===== config.mk =====
export PLATFORM = sky130hd
export DESIGN_NAME = free_index_stack_allocator
export DESIGN_NICKNAME = d
export VERILOG_FILES = /design/src/rtl/fisa_pkg.sv /design/src/rtl/fisa_cell.sv /design/src/rtl/fisa_free_map.sv /design/src/rtl/free_index_stack_allocator.sv
export VERILOG_INCLUDE_DIRS = /design/src /design/src/rtl
export SDC_FILE = /design/constraint.sdc
export NUM_CORES = 2
export LEC_CHECK = 0
export BUFFER_PORTS_ARGS = -buffer_cell sky130_fd_sc_hd__buf_2
export CAP_MARGIN = 30
export CELL_PAD_IN_SITES_DETAIL_PLACEMENT = 1
export CELL_PAD_IN_SITES_GLOBAL_PLACEMENT = 1
export CORE_AREA = 2 2 488 490
export DETAILED_ROUTE_END_ITERATION = 10
export DIE_AREA = 0 0 490 492
export GPL_TIMING_DRIVEN = 0
export PLACE_DENSITY_LB_ADDON = 0.1
export SLEW_MARGIN = 10
export SYNTH_ARGS = -nofsm -noshare
export SYNTH_HDL_FRONTEND = slang
export SYNTH_HIERARCHICAL = 1
export SYNTH_SLANG_ARGS = --single-unit

===== constraint.sdc =====
create_clock -name clk_i -period 70.3 [get_ports clk_i]
set_input_delay 14.06 -clock clk_i [delete_from_list [all_inputs] [get_ports clk_i]]
set_output_delay 14.06 -clock clk_i [all_outputs]
set_load 0.1 [all_outputs]

===== src/rtl/free_index_stack_allocator_defines.svh =====
// Assertion macros shared by the free index stack allocator RTL.
// Expects clk_i and rst_ni to be visible in the module that uses them.
`ifndef FREE_INDEX_STACK_ALLOCATOR_DEFINES_SVH
`define FREE_INDEX_STACK_ALLOCATOR_DEFINES_SVH

// Property that must hold on every clock edge outside reset.
`define FISA_ASSERT_ALWAYS(lbl, prop, msg) \
  lbl: assert property (@(posedge clk_i) disable iff (!rst_ni) (prop)) else $error(msg);

// Consequent must hold in the cycle after the antecedent.
`define FISA_ASSERT_NEXT(lbl, ante, cons, msg) \
  lbl: assert property (@(posedge clk_i) disable iff (!rst_ni) (ante) |=> (cons)) else $error(msg);

`endif


===== src/rtl/fisa_pkg.sv =====
// Package for the free index stack allocator: field widths, codes and types.
// Used by every module of the block; depends on nothing.
package fisa_pkg;

  localparam int DEF_POOL_SIZE = 256;
  localparam int IDX_W         = 8;
  localparam int STATUS_W      = 2;
  localparam int COUNT_W       = 9;

  typedef enum logic {
    OP_RESERVE = 1'b0,
    OP_RELEASE = 1'b1
  } op_e;

  typedef enum logic [STATUS_W-1:0] {
    ST_OK     = 2'd0,
    ST_EMPTY  = 2'd1,
    ST_DOUBLE = 2'd2
  } status_e;

  // Shift command broadcast to every stack cell.
  typedef struct packed {
    logic push;
    logic pop;
  } stack_ctrl_t;

endpackage


===== src/rtl/fisa_cell.sv =====
// One entry of the shifting free-index stack.
// Depends on fisa_pkg for the shift command type.
module fisa_cell #(
  parameter int DATA_W      = 8,
  parameter int RESET_VALUE = 0
) (
  input  logic                 clk_i,
  input  logic                 rst_ni,
  input  fisa_pkg::stack_ctrl_t ctrl_i,
  input  logic [DATA_W-1:0]    above_i,
  input  logic [DATA_W-1:0]    below_i,
  output logic [DATA_W-1:0]    data_o
);

  logic [DATA_W-1:0] data_q;
  logic [DATA_W-1:0] data_d;

  // A push moves entries away from the top, a pop moves them toward it.
  always_comb begin
    data_d = data_q;
    if (ctrl_i.push) begin
      data_d = above_i;
    end else if (ctrl_i.pop) begin
      data_d = below_i;
    end
  end

  always_ff @(posedge clk_i or negedge rst_ni) begin
    if (!rst_ni) begin
      data_q <= DATA_W'(RESET_VALUE);
    end else begin
      data_q <= data_d;
    end
  end

  assign data_o = data_q;

endmodule


===== src/rtl/fisa_free_map.sv =====
// Bitmap of free slots for the slots that a release can name.
// Depends on fisa_pkg for the index width.
module fisa_free_map #(
  parameter int POOL_SIZE = fisa_pkg::DEF_POOL_SIZE,
  parameter int CELL_W    = $clog2(POOL_SIZE)
) (
  input  logic                       clk_i,
  input  logic                       rst_ni,
  input  logic                       set_i,
  input  logic [fisa_pkg::IDX_W-1:0] set_idx_i,
  input  logic                       clr_i,
  input  logic [CELL_W-1:0]          clr_idx_i,
  output logic                       slot_busy_o
);

  localparam int MAP_N = (POOL_SIZE < (1 << fisa_pkg::IDX_W)) ?
                         POOL_SIZE : (1 << fisa_pkg::IDX_W);
  localparam int MAP_W = $clog2(MAP_N);

  logic [MAP_N-1:0] map_q;
  logic [MAP_N-1:0] map_d;
  logic             in_range;

  // Set the bit of a released slot, clear the bit of a reserved one.
  always_comb begin
    map_d = map_q;
    for (int j = 0; j < MAP_N; j++) begin
      if (set_i && (set_idx_i == fisa_pkg::IDX_W'(j))) begin
        map_d[j] = 1'b1;
      end else if (clr_i && (clr_idx_i == CELL_W'(j))) begin
        map_d[j] = 1'b0;
      end
    end
  end

  always_ff @(posedge clk_i or negedge rst_ni) begin
    if (!rst_ni) begin
      map_q <= '1;
    end else begin
      map_q <= map_d;
    end
  end

  // A slot outside the pool never counts as in use.
  assign in_range    = ({1'b0, set_idx_i} < (fisa_pkg::IDX_W + 1)'(MAP_N));
  assign slot_busy_o = in_range && !map_q[set_idx_i[MAP_W-1:0]];

endmodule


===== src/rtl/free_index_stack_allocator.sv =====
// Free index stack allocator, top level: cell chain, depth counter, result register.
// Depends on fisa_pkg, fisa_cell, fisa_free_map and the assertion macro header.
//
// Hands out slot indices from a pool of POOL_SIZE and takes them back, last in,
// first out. After reset every index is free and the highest one is handed out
// first. Each transaction is either a reserve (returns an index, or status empty)
// or a release (status double when the slot is already free or outside the pool;
// such releases change nothing). Unless stalled, one transaction is taken every cycle and
// its result appears in the next cycle: the free list is a row of POOL_SIZE cells
// that all shift by one place in the cycle of the push or pop, so its top is
// always in the first cell. A filled result register that is stalled holds off
// the next transaction; free_count is the number of free indices, kept to 9 bits.
`include "free_index_stack_allocator_defines.svh"

module free_index_stack_allocator #(
  parameter int POOL_SIZE = fisa_pkg::DEF_POOL_SIZE
) (
  input  logic                          clk_i,
  input  logic                          rst_ni,
  input  logic                          in_valid_i,
  output logic                          in_stall_o,
  input  logic                          opcode_i,
  input  logic [fisa_pkg::IDX_W-1:0]    slot_index_i,
  output logic                          out_valid_o,
  input  logic                          out_stall_i,
  output logic [fisa_pkg::IDX_W-1:0]    granted_index_o,
  output logic [fisa_pkg::STATUS_W-1:0] status_o,
  output logic [fisa_pkg::COUNT_W-1:0]  free_count_o
);

  localparam int CELL_W  = $clog2(POOL_SIZE);
  localparam int DEPTH_W = $clog2(POOL_SIZE + 1);

  logic                         accept;
  logic                         is_reserve;
  logic                         reserve_ok;
  logic                         release_ok;
  logic                         slot_busy;
  fisa_pkg::stack_ctrl_t        ctrl;
  logic [CELL_W-1:0]            cell_q [POOL_SIZE];
  logic [CELL_W-1:0]            push_head;
  logic [DEPTH_W-1:0]           depth_q;
  logic [DEPTH_W-1:0]           depth_d;
  logic                         out_valid_q;
  logic                         out_valid_d;
  logic [fisa_pkg::IDX_W-1:0]   granted_q;
  logic [fisa_pkg::IDX_W-1:0]   granted_d;
  fisa_pkg::status_e            status_q;
  fisa_pkg::status_e            status_d;
  logic [fisa_pkg::COUNT_W-1:0] count_q;
  logic [fisa_pkg::COUNT_W-1:0] count_d;

  // Handshake: a held result that is stalled blocks the next transaction.
  assign in_stall_o = out_valid_q && out_stall_i;
  assign accept     = in_valid_i && !in_stall_o;
  assign is_reserve = (opcode_i == fisa_pkg::OP_RESERVE);

  // Decide whether the transaction touches the free list.
  assign reserve_ok = is_reserve && (depth_q != '0);
  assign release_ok = !is_reserve && slot_busy && (depth_q < DEPTH_W'(POOL_SIZE));
  assign ctrl.pop   = accept && reserve_ok;
  assign ctrl.push  = accept && release_ok;
  assign push_head  = CELL_W'(slot_index_i);

  // Chain of stack cells; cell 0 is the top of the free list.
  for (genvar g = 0; g < POOL_SIZE; g++) begin : g_cell
    logic [CELL_W-1:0] above;
    logic [CELL_W-1:0] below;
    if (g == 0) begin : g_head
      assign above = push_head;
    end else begin : g_mid_up
      assign above = cell_q[g-1];
    end
    if (g == POOL_SIZE - 1) begin : g_tail
      assign below = cell_q[g];
    end else begin : g_mid_down
      assign below = cell_q[g+1];
    end
    fisa_cell #(
      .DATA_W      (CELL_W),
      .RESET_VALUE (POOL_SIZE - 1 - g)
    ) u_cell (
      .clk_i   (clk_i),
      .rst_ni  (rst_ni),
      .ctrl_i  (ctrl),
      .above_i (above),
      .below_i (below),
      .data_o  (cell_q[g])
    );
  end

  fisa_free_map #(
    .POOL_SIZE (POOL_SIZE),
    .CELL_W    (CELL_W)
  ) u_free_map (
    .clk_i       (clk_i),
    .rst_ni      (rst_ni),
    .set_i       (ctrl.push),
    .set_idx_i   (slot_index_i),
    .clr_i       (ctrl.pop),
    .clr_idx_i   (cell_q[0]),
    .slot_busy_o (slot_busy)
  );

  // Stack depth follows the pushes and pops.
  always_comb begin
    depth_d = depth_q;
    if (ctrl.pop) begin
      depth_d = depth_q - DEPTH_W'(1);
    end else if (ctrl.push) begin
      depth_d = depth_q + DEPTH_W'(1);
    end
  end

  // Result of the accepted transaction.
  always_comb begin
    granted_d = '0;
    status_d  = fisa_pkg::ST_OK;
    if (is_reserve) begin
      if (reserve_ok) begin
        granted_d = fisa_pkg::IDX_W'(cell_q[0]);
      end else begin
        status_d = fisa_pkg::ST_EMPTY;
      end
    end else if (!release_ok) begin
      status_d = fisa_pkg::ST_DOUBLE;
    end
    count_d = fisa_pkg::COUNT_W'(depth_d);
  end

  // Result register valid: filled on accept, emptied when taken.
  always_comb begin
    out_valid_d = out_valid_q;
    if (accept) begin
      out_valid_d = 1'b1;
    end else if (!out_stall_i) begin
      out_valid_d = 1'b0;
    end
  end

  always_ff @(posedge clk_i or negedge rst_ni) begin
    if (!rst_ni) begin
      depth_q     <= DEPTH_W'(POOL_SIZE);
      out_valid_q <= 1'b0;
    end else begin
      depth_q     <= depth_d;
      out_valid_q <= out_valid_d;
    end
  end

  always_ff @(posedge clk_i) begin
    if (accept) begin
      granted_q <= granted_d;
      status_q  <= status_d;
      count_q   <= count_d;
    end
  end

  assign out_valid_o     = out_valid_q;
  assign granted_index_o = granted_q;
  assign status_o        = status_q;
  assign free_count_o    = count_q;

  // Checks on the depth counter and the result register.
  `FISA_ASSERT_ALWAYS(a_depth_bound, depth_q <= DEPTH_W'(POOL_SIZE), "stack depth beyond pool")
  `FISA_ASSERT_NEXT(a_pop_depth, ctrl.pop, depth_q == $past(depth_q) - DEPTH_W'(1), "pop lost")
  `FISA_ASSERT_NEXT(a_hold_result, out_valid_q && out_stall_i, out_valid_q, "result dropped")
  `FISA_ASSERT_ALWAYS(a_empty_count, !(out_valid_q && status_q == fisa_pkg::ST_EMPTY) || count_q == '0, "empty with free slots")

endmodule


# --- Word-level counts from Yosys, hierarchy flattened ---
# Index checks and enable logic that the tools add are counted.
word_totals:
  reg_bits: 2333
  out_inout_bits: 21
op_classes:
  order_cmp: 2
  eq_ne: 511
  n_reduce_logical: 782
  n_bitwise: 2
  add_sub_neg: 2
  muxes: 1031
op_table:
  columns: ["cell", "count"]
  rows:
  - ["$mux 8", 510]
  - ["$eq 8x8->1 const B", 256]
  - ["$eq 8x7->1 const B", 128]
  - ["$logic_and 1x1->1", 519]
  - ["$mux 1", 516]
  - ["$reduce_bool 2->1", 257]
  - ["$eq 8x6->1 const B", 64]
  - ["$eq 8x5->1 const B", 32]
  - ["$eq 8x4->1 const B", 16]
  - ["$eq 8x3->1 const B", 8]
  - ["$eq 8x2->1 const B", 4]
  - ["$mux 9", 2]
  - ["$eq 8x1->1 const B", 2]
  - ["$logic_not 8->1", 2]
  - ["$add 9x1->9 const B", 1]
  - ["$lt 8x9->1 const B", 1]
  - ["$lt 9x9->1 const B", 1]
  - ["$reduce_bool 9->1", 1]
  - ["$sub 9x1->9 const B", 1]
  - ["$bmux 1 s8", 1]
  - ["$mux 2", 2]
  - ["$logic_not 1->1", 2]
  - ["$ne 2x1->1 const B", 1]
  - ["$not 1->1", 2]
  - ["$reduce_or 2->1", 1]

# --- Logic depth before layout (Yosys ltp) ---
logic_depth:
  word_depth: 8
  depth_mapped: 16
  depth_no_buf: 11

# --- Modules after synthesis ---
# The synthesis kept the hierarchy.
by_module_without_submodules:
  columns: ["mod", "cells_each", "area_each_um2", "instances", "seq_area_each_um2"]
  rows:
  - ["fisa_cell (g_cell[101].u_cell ...)", 34, 377.9, 70, 205.2]
  - ["fisa_cell (g_cell[100].u_cell ...)", 34, 379.1, 56, 206.4]
  - ["fisa_cell (g_cell[103].u_cell ...)", 34, 376.6, 56, 203.9]
  - ["fisa_free_map", 1091, 12089.1, 1, 6726.5]
  - ["fisa_cell (g_cell[10].u_cell ...)", 34, 380.4, 28, 207.7]
  - ["fisa_cell (g_cell[111].u_cell ...)", 34, 375.4, 28, 202.7]
  - ["fisa_cell (g_cell[128].u_cell ...)", 34, 381.6, 8, 209.0]
  - ["fisa_cell (g_cell[127].u_cell ...)", 34, 374.1, 8, 201.4]
  - ["free_index_stack_allocator", 103, 1315.0, 1, 822.0]
  - ["fisa_cell (g_cell[0].u_cell)", 34, 382.9, 1, 210.2]
  - ["fisa_cell (g_cell[255].u_cell)", 34, 372.9, 1, 200.2]

# --- Worst setup path before layout ---
# No wires, ideal clock.
synth_timing:
  path_type: "input to register"
  start: "input port slot_index_i[1] (netlist name)"
  end: "register count_q (netlist bit free_count_o[1]) (data pin)"
  arrival_time_ns: 81.738
  path_slack_ns: -11.781
  n_path_buf: 2
  path_stages: 12
  setup_ns: 0.343
  t_required_ns: 69.957
  cell_sequence: "clkbuf_1 > buf_1 > mux4_2 > a22oi_1 > nand2_1 > a22oi_1 > a21oi_1 > nor4_2 > nand3b_1 > nor2_1 > a221oi_1 > a211o_1"
synth_rtl:
  columns: ["element", "line_no", "text"]
  rows:
  - ["start: declaration", "free_index_stack_allocator.sv:23", "input logic [fisa_pkg::IDX_W-1:0] slot_index_i,"]
  - ["end signal: assignment", "free_index_stack_allocator.sv:155", "count_q <= count_d;"]
  - ["end: declaration", "free_index_stack_allocator.sv:50", "logic [fisa_pkg::COUNT_W-1:0] count_q;"]

# --- Final worst setup path ---
layout_timing:
  start: "input port out_stall_i"
  end: "output port in_stall_o"
layout_between:
  elab_chain_cells: 1
layout_lines:
  columns: ["element", "line_no", "text"]
  rows:
  - ["start: declaration", "free_index_stack_allocator.sv:25", "input logic out_stall_i,"]
  - ["$logic_and 1x1->1", "free_index_stack_allocator.sv:54", "assign in_stall_o = out_valid_q && out_stall_i;"]
  - ["end: declaration", "free_index_stack_allocator.sv:21", "output logic in_stall_o,"]
# No other way between the ends.

==> qor.txt <==
status - completed
cell family with most CP delay - buffers and inverters
Switching Share - 24.1%
LEAKAGE - 47.4 nW
Detail Placement HPWL - 177000 um
Worst Setup SP - out_stall_i
hold path startpoint - g_cell[172].u_cell/data_o[6]$_DFFE_PN1P_
initial antenna violation count - 1
Crit path top cell by count - buf_2
first-iteration detailed-routing DRC count - 3316
pin count of the biggest net entering global routing - 153
Worst setup SP type - input pin
CTS tree - yes
slowest stage delay, CP - 0.43 ns
Die ar. - 0.241 mm^2
Post-Syn Area - 0.110 mm^2
Comb pwr share - 8.1%
Via-to-Cell Ratio - 5.46
Sequential Power Share - 45.8%
vias in the first global route - 82700
flop-to-flop setup slack - 64.46 ns
area grow syn2layout - 13.7%
CP Cell Sequence - buf_2 -> and2_1 -> buf_2
Crit Path Max Fanout - 2
min Tclk post-route - 28.77 ns
Hold Crit Depth - 2
I/O Buffers - 32
final hold violations - 0
compound-gate portion of the synthesized area - 12.0%
Core Area - 0.236 mm^2
dpl ws - 41.52 ns
XOR/XNOR Fraction of Synth Area - 0.0398%
Post-Synth Adder-Cell Area - 0.0227%
clock sinks - 2333
PD cells - 24.4 mW/mm^2
Cell variety after synth - 49
RR Endpoint - g_cell[235].u_cell/data_o[1]$_DFFE_PN0P_
H-tree lvl count - 5
RSZ-0062 raised after global routing - false
max-cap viol count - 0
vias - 74700
DRT Pass-1 Iters - 5
Starting Density - 46.6%
fmax - 34.8 MHz
worst min-delay path category - register to register
leading register cell type out of synthesis - dfstp_2
post-synthesis sequential area ratio - 54.5%
WP data required - 56.24 ns
clock power share - 46.0%
Post-DP Area - 0.116 mm^2
die height - 492 um
Syn. warnings - 6
antenna viol nets, final - 0
Worst R2R Path Depth - 20
CTS buffer count - 285
placed cell count - 13200
Async SR Flop Fraction - 99.2%
Slew headroom - 33.4%
Post-CTS Hold Fix Bufs - 0
Crit Path Category - input pin to primary output
final setup vio count - 0
first-pass GRT wire length - 437000 um
# DRC - 0
syn_nets - 9913
Layout Cell Area excl Fill - 0.125 mm^2
Post-Syn Instances - 9898
hold endpoint - g_cell[173].u_cell/data_o[6]$_DFFE_PN1P_
P_int - 0.00232 W
WL final - 257000 um
Post-Layout Cell Count - 13700
grt ovf - 0
Peak supply drop - 0.0241 mV
Clock Skew - 0.0479 ns
routability cong. - 0.826
final period utilization - 40.9%
setup ws final - 41.53 ns
FP Rows - 179
EDFF count, synth - 19
# IOs - 34
Critical Path End Type - primary output
NetSw - 0.000737 W
mux share of post-synthesis cell area - 20.0%
syn_area_per_cell - 11.1 um^2
clk buf depth - 4
WP data arrival - 14.71 ns
clock root buffer - clkbuf_16
layout cells sized above 1 - 22.7%
Global Route Usage Sum - 21.4%
#FFs+latches synth - 2333
Post-Synth Simple-Gate Area - 7.73%
Final #Nets - 10300
Post-CTS Repair Setup Buffers - 0
Post-Route Setup TNS - 0 ns
Die Span X - 490 um
Worst-Skew Late Latency - 0.91 ns
Worst Tran Pin Value - 0.999 ns
post-CTS sizing - 0
combinational family with the most area after synthesis - multiplexers
reg2reg start - u_free_map/map_q[225]$_DFFE_PN1P_
critical path buffer and inverter count - 2
cell at the slowest stage of the critical path - buf_2
clock-pin slew on the worst setup and hold paths - 0.05 ns
routed length per instance - 18.8 um
Slew Limit Fails - 0
worst max path at each step:
stage | end | slack, ns | cells after the start
CTS | in_stall_o | 41.52 | 3
global placement | g_cell[255].u_cell/data_o[1]$_DFFE_PN0P_ | -8.73 | 12
finish | in_stall_o | 41.53 | 3
floorplan | free_count_o[1]$_DFFE_PP_ | 13.95 | 12
detailed placement | in_stall_o | 41.52 | 3
global route | in_stall_o | 41.52 | 3
power by group through the flow:
stage / combinational, W / clock (W) / sequential (W)
floorplan: 0.000196 / 0 / 0.00143
global placement: 0.000303 / 0 / 0.00142
detailed placement: 0.000252 / 0 / 0.00142
CTS: 0.000253 / 0.00146 / 0.00140
global route: 0.000270 / 0.00151 / 0.00140
finish: 0.000249 / 0.00141 / 0.00140
worst min-delay path: stages (launching register included):
cell,delay [ns]
dfstp_2,0.37
nand2_1,0.05
o21ai_1,0.05
per-stage QoR:
| step | total power, W | hold WS [ns] | util (%) |
|---|---|---|---|
| CTS | 0.00311 | 0.462 | 53.0 |
| global route | 0.00318 | 0.480 | 53.0 |
| floorplan | 0.00162 | 0.451 | - |
| detailed placement | 0.00167 | 0.463 | 49.2 |
| global placement | 0.00172 | 0.461 | 48.4 |
| finish | 0.00306 | 0.462 | 53.0 |
sequential cells by signal, summed over array words and instances (netlist names):
name	count
g_cell.u_cell/data_o	2048
u_free_map/map_q	256
depth_q	9
free_count_o	9
granted_index_o	8
status_o	2
out_valid_o	1
Yosys cell counts (all sizes together), types with 4 or more instances:
cell | instances | share of area (%)
nor4 | 7 | 0.045
clkbuf | 83 | 0.28
dfstp | 1281 | 31
nand4 | 4 | 0.023
nand2 | 2107 | 7.2
o31ai | 4 | 0.027
edfxtp | 19 | 0.52
nor3 | 6 | 0.027
nor2 | 17 | 0.058
nand3b | 4 | 0.039
a22oi | 42 | 0.29
buf | 526 | 5.3
mux2i | 2048 | 19
and2 | 13 | 0.076
mux4 | 64 | 1.4
xnor2 | 5 | 0.040
nand3 | 22 | 0.10
inv | 7 | 0.024
a21boi | 4 | 0.027
dfrtp | 1033 | 23
nor2b | 16 | 0.091
o21ai | 2557 | 12
area by class of cell:
type | instances | area [um^2]
clock buffer | 453 | 8630
antenna | 1 | 2.50
inverter | 7 | 26.3
buffer | 609 | 6170
clock inverter | 44 | 355
timing repair buffer | 118 | 2150
multi-input combinational | 6949 | 43900
fill | 25000 | 111000
tap | 3167 | 3960
sequential | 2333 | 60100
per-layer routing:
metal  vias up  wire length (um)  GRT usage [%]
met2       789            126000           36.5
met3       426              6610           2.72
li1      35600                 -              -
met5         -                 0              0
met1     37800            118000           28.7
met4         0              6160           5.62
kinds of logic (layout without fill, tap and decap cells):
logic type,after synthesis,in the layout
other,0,1
DFF,2333,2333
AOI/OAI and AO/OA,2620,2620
adders and majority gates,2,2
and+or+nand+nor,2210,2210
muxes,2112,2112
buffers and inverters,616,1231
xor gates and xnor gates,5,5
layout by cell type, fill, tap and decap left out, types with 22 or more instances in the layout:
| cell type | count |
|---|---|
| buf_6 | 517 |
| o21ai_0 | 476 |
| o21ai_1 | 2081 |
| dfrtp_1 | 1033 |
| buf_2 | 35 |
| clkbuf_1 | 170 |
| buf_16 | 36 |
| buf_12 | 48 |
| mux2i_1 | 2048 |
| dfstp_2 | 1281 |
| clkbuf_8 | 76 |
| mux4_2 | 48 |
| nand2_1 | 2107 |
| clkinv_2 | 30 |
| a22oi_1 | 42 |
| clkbuf_16 | 290 |
| nand3_1 | 22 |
(Power assumes the default switching activity.)
